$ cat src/epc_pkg.sv
// Shared types, constants and codes for the Ethernet packet classifier.
// No dependencies; every other file but epc_ifs takes names from here by scope.

package epc_pkg;

    // Packet counter width; counters wrap at this width
    localparam int COUNT_WIDTH = 32;
    localparam int NUM_COUNTERS = 9;
    localparam int POS_W = 7;

    typedef logic [COUNT_WIDTH-1:0] counter_t;
    typedef logic [POS_W-1:0]       pos_t;

    // Beat actions and result kinds
    localparam logic ACT_DATA  = 1'b0;
    localparam logic ACT_READ  = 1'b1;
    localparam logic KIND_FRAME = 1'b0;
    localparam logic KIND_COUNT = 1'b1;

    // Byte positions within the frame
    localparam pos_t POS_MAX       = 7'd127;
    localparam pos_t ETYPE_HI_IDX  = 7'd12;
    localparam pos_t ETYPE_LO_IDX  = 7'd13;
    localparam pos_t ETH_HDR_LEN   = 7'd14;
    localparam pos_t IP6_HDR_LEN   = 7'd40;
    localparam pos_t IP6_L4_START  = ETH_HDR_LEN + IP6_HDR_LEN;
    localparam pos_t IP4_PROTO_IDX = 7'd23;
    localparam pos_t IP6_NH_IDX    = 7'd20;
    localparam pos_t IP4_PROTO_END = 7'd24;
    localparam pos_t IP6_NH_END    = 7'd21;
    localparam pos_t L4_PORT_BYTES = 7'd4;
    localparam logic [3:0] IHL_MIN = 4'd5;

    // Ethertypes
    localparam logic [15:0] ETYPE_IPV4 = 16'h0800;
    localparam logic [15:0] ETYPE_ARP  = 16'h0806;
    localparam logic [15:0] ETYPE_IPV6 = 16'h86DD;

    // Network layer kinds
    localparam logic [1:0] NK_NONE = 2'd0;
    localparam logic [1:0] NK_IP4  = 2'd1;
    localparam logic [1:0] NK_IP6  = 2'd2;
    localparam logic [1:0] NK_ARP  = 2'd3;

    // IP protocol numbers
    localparam logic [7:0] PROTO_ICMP   = 8'd1;
    localparam logic [7:0] PROTO_TCP    = 8'd6;
    localparam logic [7:0] PROTO_UDP    = 8'd17;
    localparam logic [7:0] PROTO_ICMPV6 = 8'h3a;

    // Well-known ports
    localparam logic [15:0] PORT_HTTP  = 16'd80;
    localparam logic [15:0] PORT_FTP   = 16'd21;
    localparam logic [15:0] PORT_HTTPS = 16'd443;
    localparam logic [15:0] PORT_DNS   = 16'd53;
    localparam logic [15:0] PORT_DHCP  = 16'd68;

    // Packet classes
    localparam logic [3:0] CLS_UNKNOWN = 4'd0;
    localparam logic [3:0] CLS_ARP     = 4'd1;
    localparam logic [3:0] CLS_ICMP    = 4'd2;
    localparam logic [3:0] CLS_ICMPV6  = 4'd3;
    localparam logic [3:0] CLS_HTTP    = 4'd4;
    localparam logic [3:0] CLS_FTP     = 4'd5;
    localparam logic [3:0] CLS_HTTPS   = 4'd6;
    localparam logic [3:0] CLS_TCP     = 4'd7;
    localparam logic [3:0] CLS_DNS     = 4'd8;
    localparam logic [3:0] CLS_DHCP    = 4'd9;
    localparam logic [3:0] CLS_UDP     = 4'd10;

    // Counter indexes
    localparam int CNT_TOTAL  = 0;
    localparam int CNT_IPV4   = 1;
    localparam int CNT_IPV6   = 2;
    localparam int CNT_ARP    = 3;
    localparam int CNT_OTHER  = 4;
    localparam int CNT_ICMP   = 5;
    localparam int CNT_ICMPV6 = 6;
    localparam int CNT_TCP    = 7;
    localparam int CNT_UDP    = 8;

endpackage

$ cat src/epc_ifs.sv
// Handshake channels of the Ethernet packet classifier: input beats and results.
// Depends on nothing; widths follow the beat and result field definitions.

interface epc_in_if;
    logic       valid;
    logic       ready;
    logic       action;
    logic [7:0] data_byte;
    logic       last_byte;
    logic [3:0] counter_select;

    modport source (output valid, action, data_byte, last_byte, counter_select,
                    input ready);
    modport sink   (input valid, action, data_byte, last_byte, counter_select,
                    output ready);
endinterface

interface epc_out_if;
    logic        valid;
    logic        ready;
    logic        result_kind;
    logic [3:0]  packet_class;
    logic [15:0] ether_type;
    logic [7:0]  ip_protocol;
    logic [15:0] source_port;
    logic [15:0] dest_port;
    logic        truncated;
    logic [31:0] counter_value;

    modport source (output valid, result_kind, packet_class, ether_type, ip_protocol,
                    source_port, dest_port, truncated, counter_value,
                    input ready);
    modport sink   (input valid, result_kind, packet_class, ether_type, ip_protocol,
                    source_port, dest_port, truncated, counter_value,
                    output ready);
endinterface

$ cat src/ethernet_packet_classifier_top.sv
// Top level of the Ethernet packet classifier: header parser, class decision,
// packet counters and result register. Depends on epc_pkg and epc_ifs.

// The classifier takes one beat per clock: a frame byte in wire order, or a
// counter read. Each beat is handled in the cycle it is accepted, and its
// result (on the last byte of a frame, or on a read) appears in the output
// register on the next cycle. A beat that produces no result is always
// accepted; a beat that produces a result is accepted as long as the output
// register is empty or being taken in the same cycle, so throughput is one
// beat per cycle when the sink keeps ready high. Counter reads see every frame
// finished before them. Frame bytes beyond index 126 are ignored.

module ethernet_packet_classifier_top (
    input  logic       clk,
    input  logic       rst_n,
    epc_in_if.sink     in_ch,
    epc_out_if.source  out_ch
);

    // Frame parse state
    epc_pkg::pos_t  byte_pos_reg;
    logic [15:0]    frame_type_reg;
    logic [1:0]     net_kind_reg;
    epc_pkg::pos_t  l4_start_reg;
    logic [7:0]     protocol_reg;
    logic [15:0]    src_port_reg;
    logic [15:0]    dst_port_reg;

    epc_pkg::counter_t counter_reg [epc_pkg::NUM_COUNTERS];

    // Output register
    logic        out_valid_reg;
    logic        kind_reg;
    logic [3:0]  class_reg;
    logic [15:0] etype_out_reg;
    logic [7:0]  proto_out_reg;
    logic [15:0] sport_out_reg;
    logic [15:0] dport_out_reg;
    logic        trunc_reg;
    logic [31:0] count_out_reg;

    // Values after taking the current byte
    epc_pkg::pos_t  byte_pos_next;
    logic [15:0]    frame_type_next;
    logic [1:0]     net_kind_next;
    epc_pkg::pos_t  l4_start_next;
    logic [7:0]     protocol_next;
    logic [15:0]    src_port_next;
    logic [15:0]    dst_port_next;

    logic [3:0]     ihl_eff;
    epc_pkg::pos_t  l4_offset;
    logic           in_port_field;

    // Frame result
    logic [3:0]  cls;
    logic [15:0] res_etype;
    logic [7:0]  res_proto;
    logic [15:0] res_sport;
    logic [15:0] res_dport;
    logic        res_trunc;
    logic [epc_pkg::NUM_COUNTERS-1:0] bump;
    logic        is_v4;
    logic        is_tcp;
    logic [31:0] read_value;

    logic accept;
    logic data_beat;
    logic gives_result;
    logic frame_end;

    assign data_beat    = (in_ch.action == epc_pkg::ACT_DATA);
    assign gives_result = !data_beat || in_ch.last_byte;
    assign in_ch.ready  = !out_valid_reg || out_ch.ready || !gives_result;
    assign accept       = in_ch.valid && in_ch.ready;
    assign frame_end    = accept && data_beat && in_ch.last_byte;

    // Take one frame byte into the header state
    always_comb
    begin
        frame_type_next = frame_type_reg;
        net_kind_next   = net_kind_reg;
        l4_start_next   = l4_start_reg;
        protocol_next   = protocol_reg;
        src_port_next   = src_port_reg;
        dst_port_next   = dst_port_reg;

        ihl_eff = (in_ch.data_byte[3:0] < epc_pkg::IHL_MIN) ?
                  epc_pkg::IHL_MIN : in_ch.data_byte[3:0];
        l4_offset = byte_pos_reg - l4_start_reg;
        in_port_field = (net_kind_reg == epc_pkg::NK_IP4 ||
                         net_kind_reg == epc_pkg::NK_IP6) &&
                        (byte_pos_reg >= epc_pkg::ETH_HDR_LEN) &&
                        (l4_start_reg != '0) &&
                        (byte_pos_reg >= l4_start_reg) &&
                        (l4_offset < epc_pkg::L4_PORT_BYTES);

        if (byte_pos_reg == epc_pkg::ETYPE_HI_IDX)
        begin
            frame_type_next = {in_ch.data_byte, 8'h00};
        end
        if (byte_pos_reg == epc_pkg::ETYPE_LO_IDX)
        begin
            frame_type_next = {frame_type_reg[15:8], in_ch.data_byte};
            if (frame_type_next == epc_pkg::ETYPE_IPV4)
            begin
                net_kind_next = epc_pkg::NK_IP4;
            end
            else if (frame_type_next == epc_pkg::ETYPE_IPV6)
            begin
                net_kind_next = epc_pkg::NK_IP6;
                l4_start_next = epc_pkg::IP6_L4_START;
            end
            else if (frame_type_next == epc_pkg::ETYPE_ARP)
            begin
                net_kind_next = epc_pkg::NK_ARP;
            end
            else
            begin
                net_kind_next = epc_pkg::NK_NONE;
            end
        end
        if (net_kind_reg == epc_pkg::NK_IP4 && byte_pos_reg == epc_pkg::ETH_HDR_LEN)
        begin
            l4_start_next = epc_pkg::ETH_HDR_LEN + {1'b0, ihl_eff, 2'b00};
        end
        if ((net_kind_reg == epc_pkg::NK_IP4 && byte_pos_reg == epc_pkg::IP4_PROTO_IDX) ||
            (net_kind_reg == epc_pkg::NK_IP6 && byte_pos_reg == epc_pkg::IP6_NH_IDX))
        begin
            protocol_next = in_ch.data_byte;
        end
        if (in_port_field)
        begin
            case (l4_offset[1:0])
                2'd0:    src_port_next = {in_ch.data_byte, 8'h00};
                2'd1:    src_port_next = {src_port_reg[15:8], in_ch.data_byte};
                2'd2:    dst_port_next = {in_ch.data_byte, 8'h00};
                default: dst_port_next = {dst_port_reg[15:8], in_ch.data_byte};
            endcase
        end

        byte_pos_next = (byte_pos_reg == epc_pkg::POS_MAX) ?
                        byte_pos_reg : byte_pos_reg + 7'd1;
    end

    // Decide the class at frame end and pick counters to bump
    always_comb
    begin
        cls       = epc_pkg::CLS_UNKNOWN;
        res_etype = '0;
        res_proto = '0;
        res_sport = '0;
        res_dport = '0;
        res_trunc = 1'b0;
        bump      = '0;
        is_v4     = (net_kind_next == epc_pkg::NK_IP4);
        is_tcp    = (protocol_next == epc_pkg::PROTO_TCP);

        bump[epc_pkg::CNT_TOTAL] = 1'b1;
        if (byte_pos_next < epc_pkg::ETH_HDR_LEN)
        begin
            res_trunc = 1'b1;
        end
        else
        begin
            res_etype = frame_type_next;
            if (net_kind_next == epc_pkg::NK_ARP)
            begin
                cls = epc_pkg::CLS_ARP;
                bump[epc_pkg::CNT_ARP] = 1'b1;
            end
            else if (net_kind_next == epc_pkg::NK_NONE)
            begin
                bump[epc_pkg::CNT_OTHER] = 1'b1;
            end
            else
            begin
                bump[epc_pkg::CNT_IPV4] = is_v4;
                bump[epc_pkg::CNT_IPV6] = !is_v4;
                if (byte_pos_next < (is_v4 ? epc_pkg::IP4_PROTO_END : epc_pkg::IP6_NH_END))
                begin
                    res_trunc = 1'b1;
                end
                else
                begin
                    res_proto = protocol_next;
                    if (is_v4 && protocol_next == epc_pkg::PROTO_ICMP)
                    begin
                        cls = epc_pkg::CLS_ICMP;
                        bump[epc_pkg::CNT_ICMP] = 1'b1;
                    end
                    else if (!is_v4 && protocol_next == epc_pkg::PROTO_ICMPV6)
                    begin
                        cls = epc_pkg::CLS_ICMPV6;
                        bump[epc_pkg::CNT_ICMPV6] = 1'b1;
                    end
                    else if (is_tcp || protocol_next == epc_pkg::PROTO_UDP)
                    begin
                        bump[epc_pkg::CNT_TCP] = is_tcp;
                        bump[epc_pkg::CNT_UDP] = !is_tcp;
                        if ({1'b0, byte_pos_next} <
                            {1'b0, l4_start_next} + {1'b0, epc_pkg::L4_PORT_BYTES})
                        begin
                            res_trunc = 1'b1;
                            cls = is_tcp ? epc_pkg::CLS_TCP : epc_pkg::CLS_UDP;
                        end
                        else
                        begin
                            res_sport = src_port_next;
                            res_dport = dst_port_next;
                            if (is_tcp)
                            begin
                                if (res_sport == epc_pkg::PORT_HTTP ||
                                    res_dport == epc_pkg::PORT_HTTP)
                                    cls = epc_pkg::CLS_HTTP;
                                else if (res_sport == epc_pkg::PORT_FTP ||
                                         res_dport == epc_pkg::PORT_FTP)
                                    cls = epc_pkg::CLS_FTP;
                                else if (res_sport == epc_pkg::PORT_HTTPS ||
                                         res_dport == epc_pkg::PORT_HTTPS)
                                    cls = epc_pkg::CLS_HTTPS;
                                else
                                    cls = epc_pkg::CLS_TCP;
                            end
                            else
                            begin
                                if (res_sport == epc_pkg::PORT_DNS ||
                                    res_dport == epc_pkg::PORT_DNS)
                                    cls = epc_pkg::CLS_DNS;
                                else if (res_sport == epc_pkg::PORT_DHCP ||
                                         res_dport == epc_pkg::PORT_DHCP)
                                    cls = epc_pkg::CLS_DHCP;
                                else
                                    cls = epc_pkg::CLS_UDP;
                            end
                        end
                    end
                end
            end
        end
    end

    // Select the counter for a read; out-of-range selects read as zero
    always_comb
    begin
        read_value = '0;
        if (in_ch.counter_select < 4'(epc_pkg::NUM_COUNTERS))
        begin
            read_value = 32'(counter_reg[in_ch.counter_select]);
        end
    end

    // Advance the header state on data beats; drop it at frame end
    always_ff @(posedge clk or negedge rst_n)
    begin
        if (!rst_n)
        begin
            byte_pos_reg   <= '0;
            frame_type_reg <= '0;
            net_kind_reg   <= epc_pkg::NK_NONE;
            l4_start_reg   <= '0;
            protocol_reg   <= '0;
            src_port_reg   <= '0;
            dst_port_reg   <= '0;
        end
        else if (accept && data_beat)
        begin
            if (in_ch.last_byte)
            begin
                byte_pos_reg   <= '0;
                frame_type_reg <= '0;
                net_kind_reg   <= epc_pkg::NK_NONE;
                l4_start_reg   <= '0;
                protocol_reg   <= '0;
                src_port_reg   <= '0;
                dst_port_reg   <= '0;
            end
            else
            begin
                byte_pos_reg   <= byte_pos_next;
                frame_type_reg <= frame_type_next;
                net_kind_reg   <= net_kind_next;
                l4_start_reg   <= l4_start_next;
                protocol_reg   <= protocol_next;
                src_port_reg   <= src_port_next;
                dst_port_reg   <= dst_port_next;
            end
        end
    end

    // Bump the packet counters at frame end
    always_ff @(posedge clk or negedge rst_n)
    begin
        if (!rst_n)
        begin
            for (int i = 0; i < epc_pkg::NUM_COUNTERS; i++)
            begin
                counter_reg[i] <= '0;
            end
        end
        else if (frame_end)
        begin
            for (int i = 0; i < epc_pkg::NUM_COUNTERS; i++)
            begin
                if (bump[i])
                begin
                    counter_reg[i] <= counter_reg[i] + epc_pkg::counter_t'(1);
                end
            end
        end
    end

    // Hold the result beat until taken
    always_ff @(posedge clk or negedge rst_n)
    begin
        if (!rst_n)
        begin
            out_valid_reg <= 1'b0;
        end
        else if (accept && gives_result)
        begin
            out_valid_reg <= 1'b1;
        end
        else if (out_ch.ready)
        begin
            out_valid_reg <= 1'b0;
        end
    end

    // Load the result payload
    always_ff @(posedge clk)
    begin
        if (accept && gives_result)
        begin
            if (data_beat)
            begin
                kind_reg      <= epc_pkg::KIND_FRAME;
                class_reg     <= cls;
                etype_out_reg <= res_etype;
                proto_out_reg <= res_proto;
                sport_out_reg <= res_sport;
                dport_out_reg <= res_dport;
                trunc_reg     <= res_trunc;
                count_out_reg <= '0;
            end
            else
            begin
                kind_reg      <= epc_pkg::KIND_COUNT;
                class_reg     <= epc_pkg::CLS_UNKNOWN;
                etype_out_reg <= '0;
                proto_out_reg <= '0;
                sport_out_reg <= '0;
                dport_out_reg <= '0;
                trunc_reg     <= 1'b0;
                count_out_reg <= read_value;
            end
        end
    end

    assign out_ch.valid         = out_valid_reg;
    assign out_ch.result_kind   = kind_reg;
    assign out_ch.packet_class  = class_reg;
    assign out_ch.ether_type    = etype_out_reg;
    assign out_ch.ip_protocol   = proto_out_reg;
    assign out_ch.source_port   = sport_out_reg;
    assign out_ch.dest_port     = dport_out_reg;
    assign out_ch.truncated     = trunc_reg;
    assign out_ch.counter_value = count_out_reg;

    // A finished frame always leaves a frame result in the output register
    a_frame_result: assert property (@(posedge clk) disable iff (!rst_n)
        frame_end |=> (out_ch.valid && out_ch.result_kind == epc_pkg::KIND_FRAME))
        else $error("frame end did not produce a frame result");

    // A network kind is only known once the ethertype is complete
    a_kind_after_etype: assert property (@(posedge clk) disable iff (!rst_n)
        (net_kind_reg != epc_pkg::NK_NONE) |-> (byte_pos_reg >= epc_pkg::ETH_HDR_LEN))
        else $error("network kind set before ethertype");

    // A layer-4 start is only set from the ethertype or IHL byte onward
    a_l4_after_etype: assert property (@(posedge clk) disable iff (!rst_n)
        (l4_start_reg != '0) |-> (byte_pos_reg >= epc_pkg::ETH_HDR_LEN))
        else $error("layer-4 start set too early");

    // Byte position saturates on long frames
    a_pos_saturate: assert property (@(posedge clk) disable iff (!rst_n)
        (accept && data_beat && !in_ch.last_byte && byte_pos_reg == epc_pkg::POS_MAX)
        |=> (byte_pos_reg == epc_pkg::POS_MAX))
        else $error("byte position wrapped");

endmodule

$ cat src/flat_wrapper.sv
// flat-port wrapper written by rule: the top's interface ports become plain ports
module ethernet_packet_classifier_top_flat 
  (clk, rst_n, in_ch_valid, in_ch_action, in_ch_data_byte, in_ch_last_byte, in_ch_counter_select, in_ch_ready, out_ch_valid, out_ch_result_kind, out_ch_packet_class, out_ch_ether_type, out_ch_ip_protocol, out_ch_source_port, out_ch_dest_port, out_ch_truncated, out_ch_counter_value, out_ch_ready);
  epc_in_if in_ch_i ();
  epc_out_if out_ch_i ();
  input  logic clk;
  input  logic rst_n;
  input wire logic [$bits(in_ch_i.valid)-1:0] in_ch_valid;
  input wire logic [$bits(in_ch_i.action)-1:0] in_ch_action;
  input wire logic [$bits(in_ch_i.data_byte)-1:0] in_ch_data_byte;
  input wire logic [$bits(in_ch_i.last_byte)-1:0] in_ch_last_byte;
  input wire logic [$bits(in_ch_i.counter_select)-1:0] in_ch_counter_select;
  output wire logic [$bits(in_ch_i.ready)-1:0] in_ch_ready;
  output wire logic [$bits(out_ch_i.valid)-1:0] out_ch_valid;
  output wire logic [$bits(out_ch_i.result_kind)-1:0] out_ch_result_kind;
  output wire logic [$bits(out_ch_i.packet_class)-1:0] out_ch_packet_class;
  output wire logic [$bits(out_ch_i.ether_type)-1:0] out_ch_ether_type;
  output wire logic [$bits(out_ch_i.ip_protocol)-1:0] out_ch_ip_protocol;
  output wire logic [$bits(out_ch_i.source_port)-1:0] out_ch_source_port;
  output wire logic [$bits(out_ch_i.dest_port)-1:0] out_ch_dest_port;
  output wire logic [$bits(out_ch_i.truncated)-1:0] out_ch_truncated;
  output wire logic [$bits(out_ch_i.counter_value)-1:0] out_ch_counter_value;
  input wire logic [$bits(out_ch_i.ready)-1:0] out_ch_ready;
  assign in_ch_i.valid = in_ch_valid;
  assign in_ch_i.action = in_ch_action;
  assign in_ch_i.data_byte = in_ch_data_byte;
  assign in_ch_i.last_byte = in_ch_last_byte;
  assign in_ch_i.counter_select = in_ch_counter_select;
  assign in_ch_ready = in_ch_i.ready;
  assign out_ch_valid = out_ch_i.valid;
  assign out_ch_result_kind = out_ch_i.result_kind;
  assign out_ch_packet_class = out_ch_i.packet_class;
  assign out_ch_ether_type = out_ch_i.ether_type;
  assign out_ch_ip_protocol = out_ch_i.ip_protocol;
  assign out_ch_source_port = out_ch_i.source_port;
  assign out_ch_dest_port = out_ch_i.dest_port;
  assign out_ch_truncated = out_ch_i.truncated;
  assign out_ch_counter_value = out_ch_i.counter_value;
  assign out_ch_i.ready = out_ch_ready;
  ethernet_packet_classifier_top u_core (.clk(clk), .rst_n(rst_n), .in_ch(in_ch_i), .out_ch(out_ch_i));
endmodule
$ cat config.mk
export PLATFORM = sky130hd
export DESIGN_NAME = ethernet_packet_classifier_top_flat
export DESIGN_NICKNAME = d
export VERILOG_FILES = /design/src/epc_pkg.sv /design/src/epc_ifs.sv /design/src/ethernet_packet_classifier_top.sv /design/src/flat_wrapper.sv
export SDC_FILE = /design/constraint.sdc
export NUM_CORES = 1
export LEC_CHECK = 0
export ABC_AREA = 1
export BUFFER_PORTS_ARGS = -buffer_cell sky130_fd_sc_hd__buf_4
export CORE_MARGIN = 3
export CORE_UTILIZATION = 55
export DETAILED_ROUTE_END_ITERATION = 8
export PLACE_DENSITY = 0.72
export REMOVE_ABC_BUFFERS = 1
export SLEW_MARGIN = 20
export SYNTH_ARGS = -nofsm -noshare
export SYNTH_HDL_FRONTEND = slang
export SYNTH_SLANG_ARGS = --single-unit
$ cat constraint.sdc
create_clock -name clk -period 4 [get_ports clk]
set_input_delay 0.4 -clock clk [delete_from_list [all_inputs] [get_ports clk]]
set_output_delay 0.4 -clock clk [all_outputs]
set_load 0.02 [all_outputs]
; ---- Yosys cells after proc, flatten, opt, wreduce, memory -nomap -nowiden
; Cells that the tools add are included.
[totals]
elab_cells = 193
inputBits = 18
regBits = 455
[op_classes]
n_bitwise = 3
n_addsub = 13
n_eq_ne = 29
muxes = 66
order_cmp = 9
reduce_logical = 46
[ops]
columns = operator, n
row1 = $add A32 B1 Y32 const B, 9
row2 = $bmux W32 S4, 1
row3 = $mux W16, 7
row4 = $eq A16 B7 Y1 const B, 4
row5 = $mux W32, 2
row6 = $pmux W16 S2, 2
row7 = $mux W7, 7
row8 = $mux W4, 10
row9 = $eq A16 B12 Y1 const B, 2
row10 = $eq A16 B5 Y1 const B, 2
row11 = $eq A16 B6 Y1 const B, 2
row12 = $eq A16 B9 Y1 const B, 2
row13 = $mux W2, 13
row14 = $mux W8, 3
row15 = $eq A7 B4 Y1 const B, 3
row16 = $mux W1, 19
row17 = $reduce_and A2 Y1, 9
row18 = $eq A16 B16 Y1 const B, 1
row19 = $eq A7 B5 Y1 const B, 2
row20 = $logic_and A1 B1 Y1, 13
row21 = $logic_or A1 B1 Y1, 11
row22 = $reduce_or A9 Y1, 1
row23 = $add A7 B3 Y8 const B, 1
row24 = $eq A8 B1 Y1 const B, 1
row25 = 29 further kinds, 39

; ---- Logic depth before layout (Yosys ltp)
[logic_depth]
word_depth = 20
depth_mapped = 30
mapped_depth_nobuf = 29

; ---- Worst setup path after synthesis
; OpenSTA, ideal clock, no wires.
[synth_timing]
path_kind = register to register
startpoint = register u_core.byte_pos_reg[1]
endpoint = register u_core.counter_reg[23] in the netlist's numbering
n_path_buf = 0
required_ns = 3.881
path_slack_ns = 0.363
path_stages_with_launch = 22
synth_period_minus_slack_ns = 3.637
arrival_time_ns = 3.518
cell_sequence = dfrtp_1 -> inv_1 -> ha_1 -> inv_1 -> nor3_1 -> nand3_1 -> o21ai_0 -> inv_1 -> ha_1 -> ha_1 -> a21o_1 -> nand2_1 -> nand3_1 -> nand2_2 -> inv_2 -> nand4_2 -> inv_2 -> nand2_1 -> inv_2 -> nand4_1 -> nand3b_1 -> and2_1
[synth_between]
elab_chain_cells = 14
elab_cells_between_ends = 34
cone_classes = add/sub (1) / order compare (2) / eq/ne (10) / mux (11) / reduce/logical (10)
[synth_lines]
columns = item, line
row1 = from (decl), ethernet_packet_classifier_top.sv:21  ; epc_pkg::pos_t byte_pos_reg;
row2 = from (signal assigned), ethernet_packet_classifier_top.sv:280  ; byte_pos_reg <= byte_pos_next;
row3 = "parallel branches: the longest is 12 deep, another holds $add A7 B1 Y7", n/a
row4 = $mux W8 *, ethernet_packet_classifier_top.sv:160  ; if (byte_pos_next < epc_pkg::ETH_HDR_LEN)
row5 = $reduce_and A2 Y1 (no line) *, n/a
row6 = "to (signal, indexed assignment)", ethernet_packet_classifier_top.sv:307  ; counter_reg[i] <= counter_reg[i] + epc_pkg::counter_t'(1);
row7 = to (decl), ethernet_packet_classifier_top.sv:29  ; epc_pkg::counter_t counter_reg [epc_pkg::NUM_COUNTERS];
; Mark *: on every way between the ends.
; A chain may end at the register's enable or synchronous reset.

; ---- Worst setup path after layout
[layout_timing]
startpoint = register u_core.byte_pos_reg[6]
endpoint = register u_core.counter_reg[23] in the netlist's numbering
; Same word-level chain as after synthesis.

==> run summary <==
The flow ran to the end, and the final reports show no timing, DRC or antenna violations. The layout cell share with drive strength beyond 1 is 0.105. In the routed design, unresolved DRC markers number 0.

STA classifies the critical path startpoint as a flip-flop. The final count of hold timing violations came out at 0. The transition time of the tightest slew-check pin was 0.980 ns. After detailed placement, the total cell area comes to 27900 sq um. The first global-routing pass estimated 125 mm of wire. Dividing total power by cell area gives a power density of 386 nW/um^2. The diode insertion count for antenna repair came out at 0. Among all cell types in the netlist, the one instantiated most often is nand2_1.

After routing the design area is 29700 sq um. Clock transition at the registers of the reported paths: 0.06 ns. The worst register-to-register path has a setup slack of 0.32 ns. The worst register-to-register path ends at u_core.counter_reg[23]. The die outline height was 224 um.

The logs give 0.61 ns for the clock latency at the later pin of the worst-skew pair and 0 for the number of max-capacitance violations reported. The max-slew violation total from the final report was 0. The register with the most flip-flops in the layout has 288 of them. The worst slew slack as a fraction of its limit came out at 0.347. Area share of the leading cell type in the synthesized netlist: 0.345. Number of fill cells: 4037. The critical-path maximum fanout was 6. The run gives 23500 as the total vias in the final route. The final layout contains routed wiring with a total length of 79.1 mm. The cell area after synthesis was 26200 sq um; the number of buffers created by CTS was 50. CTS saw 455 sinks. Synthesis produced 3234 cells. The share of flip-flops with an asynchronous set or reset is 0.793, and the die outline area is 50200 sq um. Setup violations remaining at the end of the flow were counted as 0.

For the placement-stage worst setup slack, the log shows -0.0289 ns. For the worst setup path, the data required time is 4.49 ns. The fmax is 0.272 GHz, and the count of flip-flops with a built-in enable after synthesis is 94. The count of synthesis-stage warnings from yosys is 0. In the routed layout, each cell is associated on average with a via count of 5.87.

After clock tree synthesis, the setup repair step added 0 buffers. Worst-case reg-to-reg path depth: 21. After synthesis, the cell types taking the most area are dfrtp_1 (35%), edfxtp_1 (11%), nand2_1 (8.7%). The worst hold path cell count works out to 4. The root buffer cell chosen for the clock tree is clkbuf_16. In the final routed layout, each cell accounts on average for 19.8 um. After synthesis, the mean cell area works out to 8.09 sq um. The minimum setup slack in the final design came out at 0.323 ns. The run gives 0.312 as the total routing usage reported by global routing. The first TritonRoute pass finished after 8 iterations.

For the net total in the final layout, the log shows 3412. The worst-case hold path end point is u_core.out_ch.valid. The number of different library cells used by synthesis comes to 53.

The arrival time reported for the critical path endpoint was 4.17 ns; the pin count of the biggest net entering global routing was 122. The final antenna-violating net count came out at 0. Counting instances in the post-synthesis netlist gives the leading cell types as nand2_1 (607), inv_1 (387), dfrtp_1 (361). In this run, the number of DRC markers left after iteration 0 of detailed routing was 2420. Walking the worst path, the cells encountered are inv_1, nand3_1, nor3_1, buf_4, nand3_1, o21ai_0, inv_1, ha_1, ha_1, a21o_1, nand2_1, nand3_1, nand2_2, inv_2, nand4_2, inv_2, nand2_1, inv_2, nand4_1, nand3b_1, and2_1.

The total overflow left after global routing is 0. The floorplan core area is 46800 sq um, and the delay of the slowest cell on the worst path is 0.44 ns. The time the final worst path needs with I/O delays and setup was 3.68 ns; the number of levels the H-tree was split into was 2. The run gives 0.453 as the post-synthesis sequential area ratio. The analysis attributes to cell leakage a power of 13.5 nW. The worst setup path is captured at a flip-flop.

Final clock skew: 0.0290 ns. The x dimension of the die came out at 224 um. The beginning of the worst hold path was out_ch_ready. Startpoint of the worst register-to-register path: u_core.byte_pos_reg[6]. The run gives 0 as the number of antenna violations at the first check in global routing. Commonest register cell after synthesis: dfrtp_1.

The path class of the tightest hold or removal check is in -> reg. Relative to the synthesized area, the layout overhead comes to 13.6%. The logs give 114 for the number of top-level pins and 79 for the number of core rows. The logs give 58.6 mm for the detailed placement HPWL and 23000 for the via count of the first global-routing pass. Counting along the longest clock path gives a buffer depth of 3. The critical path in this run is classified as reg -> reg. The total power draw is 0.0115 W, and the effective utilization at floorplan is 0.560. For the maximum VDD drop, the log shows 0.323 mV.

After synthesis the netlist holds a flip-flop and latch count of 455. In this run the tool buffered the top-level ports with 113 buffer cells. The portion of the clock cycle consumed by the worst path in the final layout is 0.919.

Routability-driven placement finished with a final weighted congestion of 0.958. The largest total area in the synthesized netlist belongs to dfrtp_1. TritonCTS built the clock tree.

The slowest cell on the critical path is dfrtp_1.
-- worst max path at each step --
stage | start | end | cells past startpoint
after floorplan | u_core.byte_pos_reg[0] | u_core.out_ch.packet_class[0] | 23
after global placement | u_core.byte_pos_reg[0] | u_core.out_ch.packet_class[0] | 22
after detailed placement | u_core.byte_pos_reg[0] | u_core.out_ch.packet_class[0] | 22
after CTS | u_core.byte_pos_reg[0] | u_core.out_ch.packet_class[0] | 28
after global routing | u_core.byte_pos_reg[0] | u_core.out_ch.packet_class[0] | 27
final | u_core.byte_pos_reg[6] | u_core.counter_reg[23] | 21
-- cell type report --
type | count | area [sq um] | area share
multi-input cells | 2269 | 12400 | 0.418
flip-flops and latches | 455 | 11900 | 0.399
inverters | 409 | 1550 | 0.0521
clock buffers | 69 | 1420 | 0.0479
repair buffers | 170 | 1400 | 0.0472
well taps | 607 | 759 | 0.0255
clock inverters | 23 | 293 | 0.00985
-- cells by family after synthesis --
kind of cell             after synthesis  synth area share
AO/OA/AOI/OAI                        507             0.108
XOR/XNOR                             275            0.0920
adder cells (fa/ha/maj)               39            0.0189
buffers and inverters                510            0.0739
flip-flops                           455             0.453
AND/OR/NAND/NOR                     1448             0.254
-- cell usage in the layout (no fill, tap or decap), types with 17 or more instances in the layout --
cell type  count
ha_1          38
clkbuf_16     52
inv_1        383
a21oi_1      157
o21ai_0      210
nor4_1        41
o22ai_1       78
nand2_1      605
nor2_2        22
o211ai_1      23
buf_4        159
o221ai_1      17
nor2_1       272
dfrtp_1      360
xor2_1       218
nand4_1       76
xnor2_1       56
nor3_1       129
nand3_1      218
edfxtp_1      94
-- worst max-delay path: cells and delay by family, from the launching register on --
family / cells / cell delay (ns)
simple gates: 11 / 1.47
buf+inv: 6 / 0.88
fa+ha+maj: 2 / 0.53
flops: 1 / 0.44
compound gates: 2 / 0.24
-- where the power goes --
part	leakage (nW)	internal [W]	switching (W)
clock	0.842	0.00293	0.00194
combinational	7.26	0.000468	0.00111
sequential	5.40	0.00489	0.000125
-- layer usage --
| layer | GRT usage | vias up | wire length, um |
|---|---|---|---|
| met1 | 0.406 | 11300 | 32300 |
| met2 | 0.525 | 963 | 37600 |
| li1 | - | 11000 | - |
| met3 | 0.0401 | 207 | 5130 |
| met4 | 0.138 | 0 | 4030 |
| met5 | 0 | - | 0 |
-- metrics by stage --
stage	std cells	TNS [ns]	hold slack (ns)	utilization
finish	4002	0	0.0978	0.636
global route	4002	-0.0158	0.108	0.636
CTS	4001	0	0.0775	0.634
detailed placement	3908	-0.0289	0.452	0.597
global placement	3908	-0.0276	0.453	0.597
floorplan	3133	-0.170	0.104	-
-- what timing repair did --
item | in CTS | in global routing
cloned | 0 | 1
endpoints found under the setup margin | 1 | 23
hold endpoints to repair | 117 | 0
hold buffers | 1 | 0
gates resized for setup | 2 | 15
No activity file was read; power rests on OpenSTA's default activity.
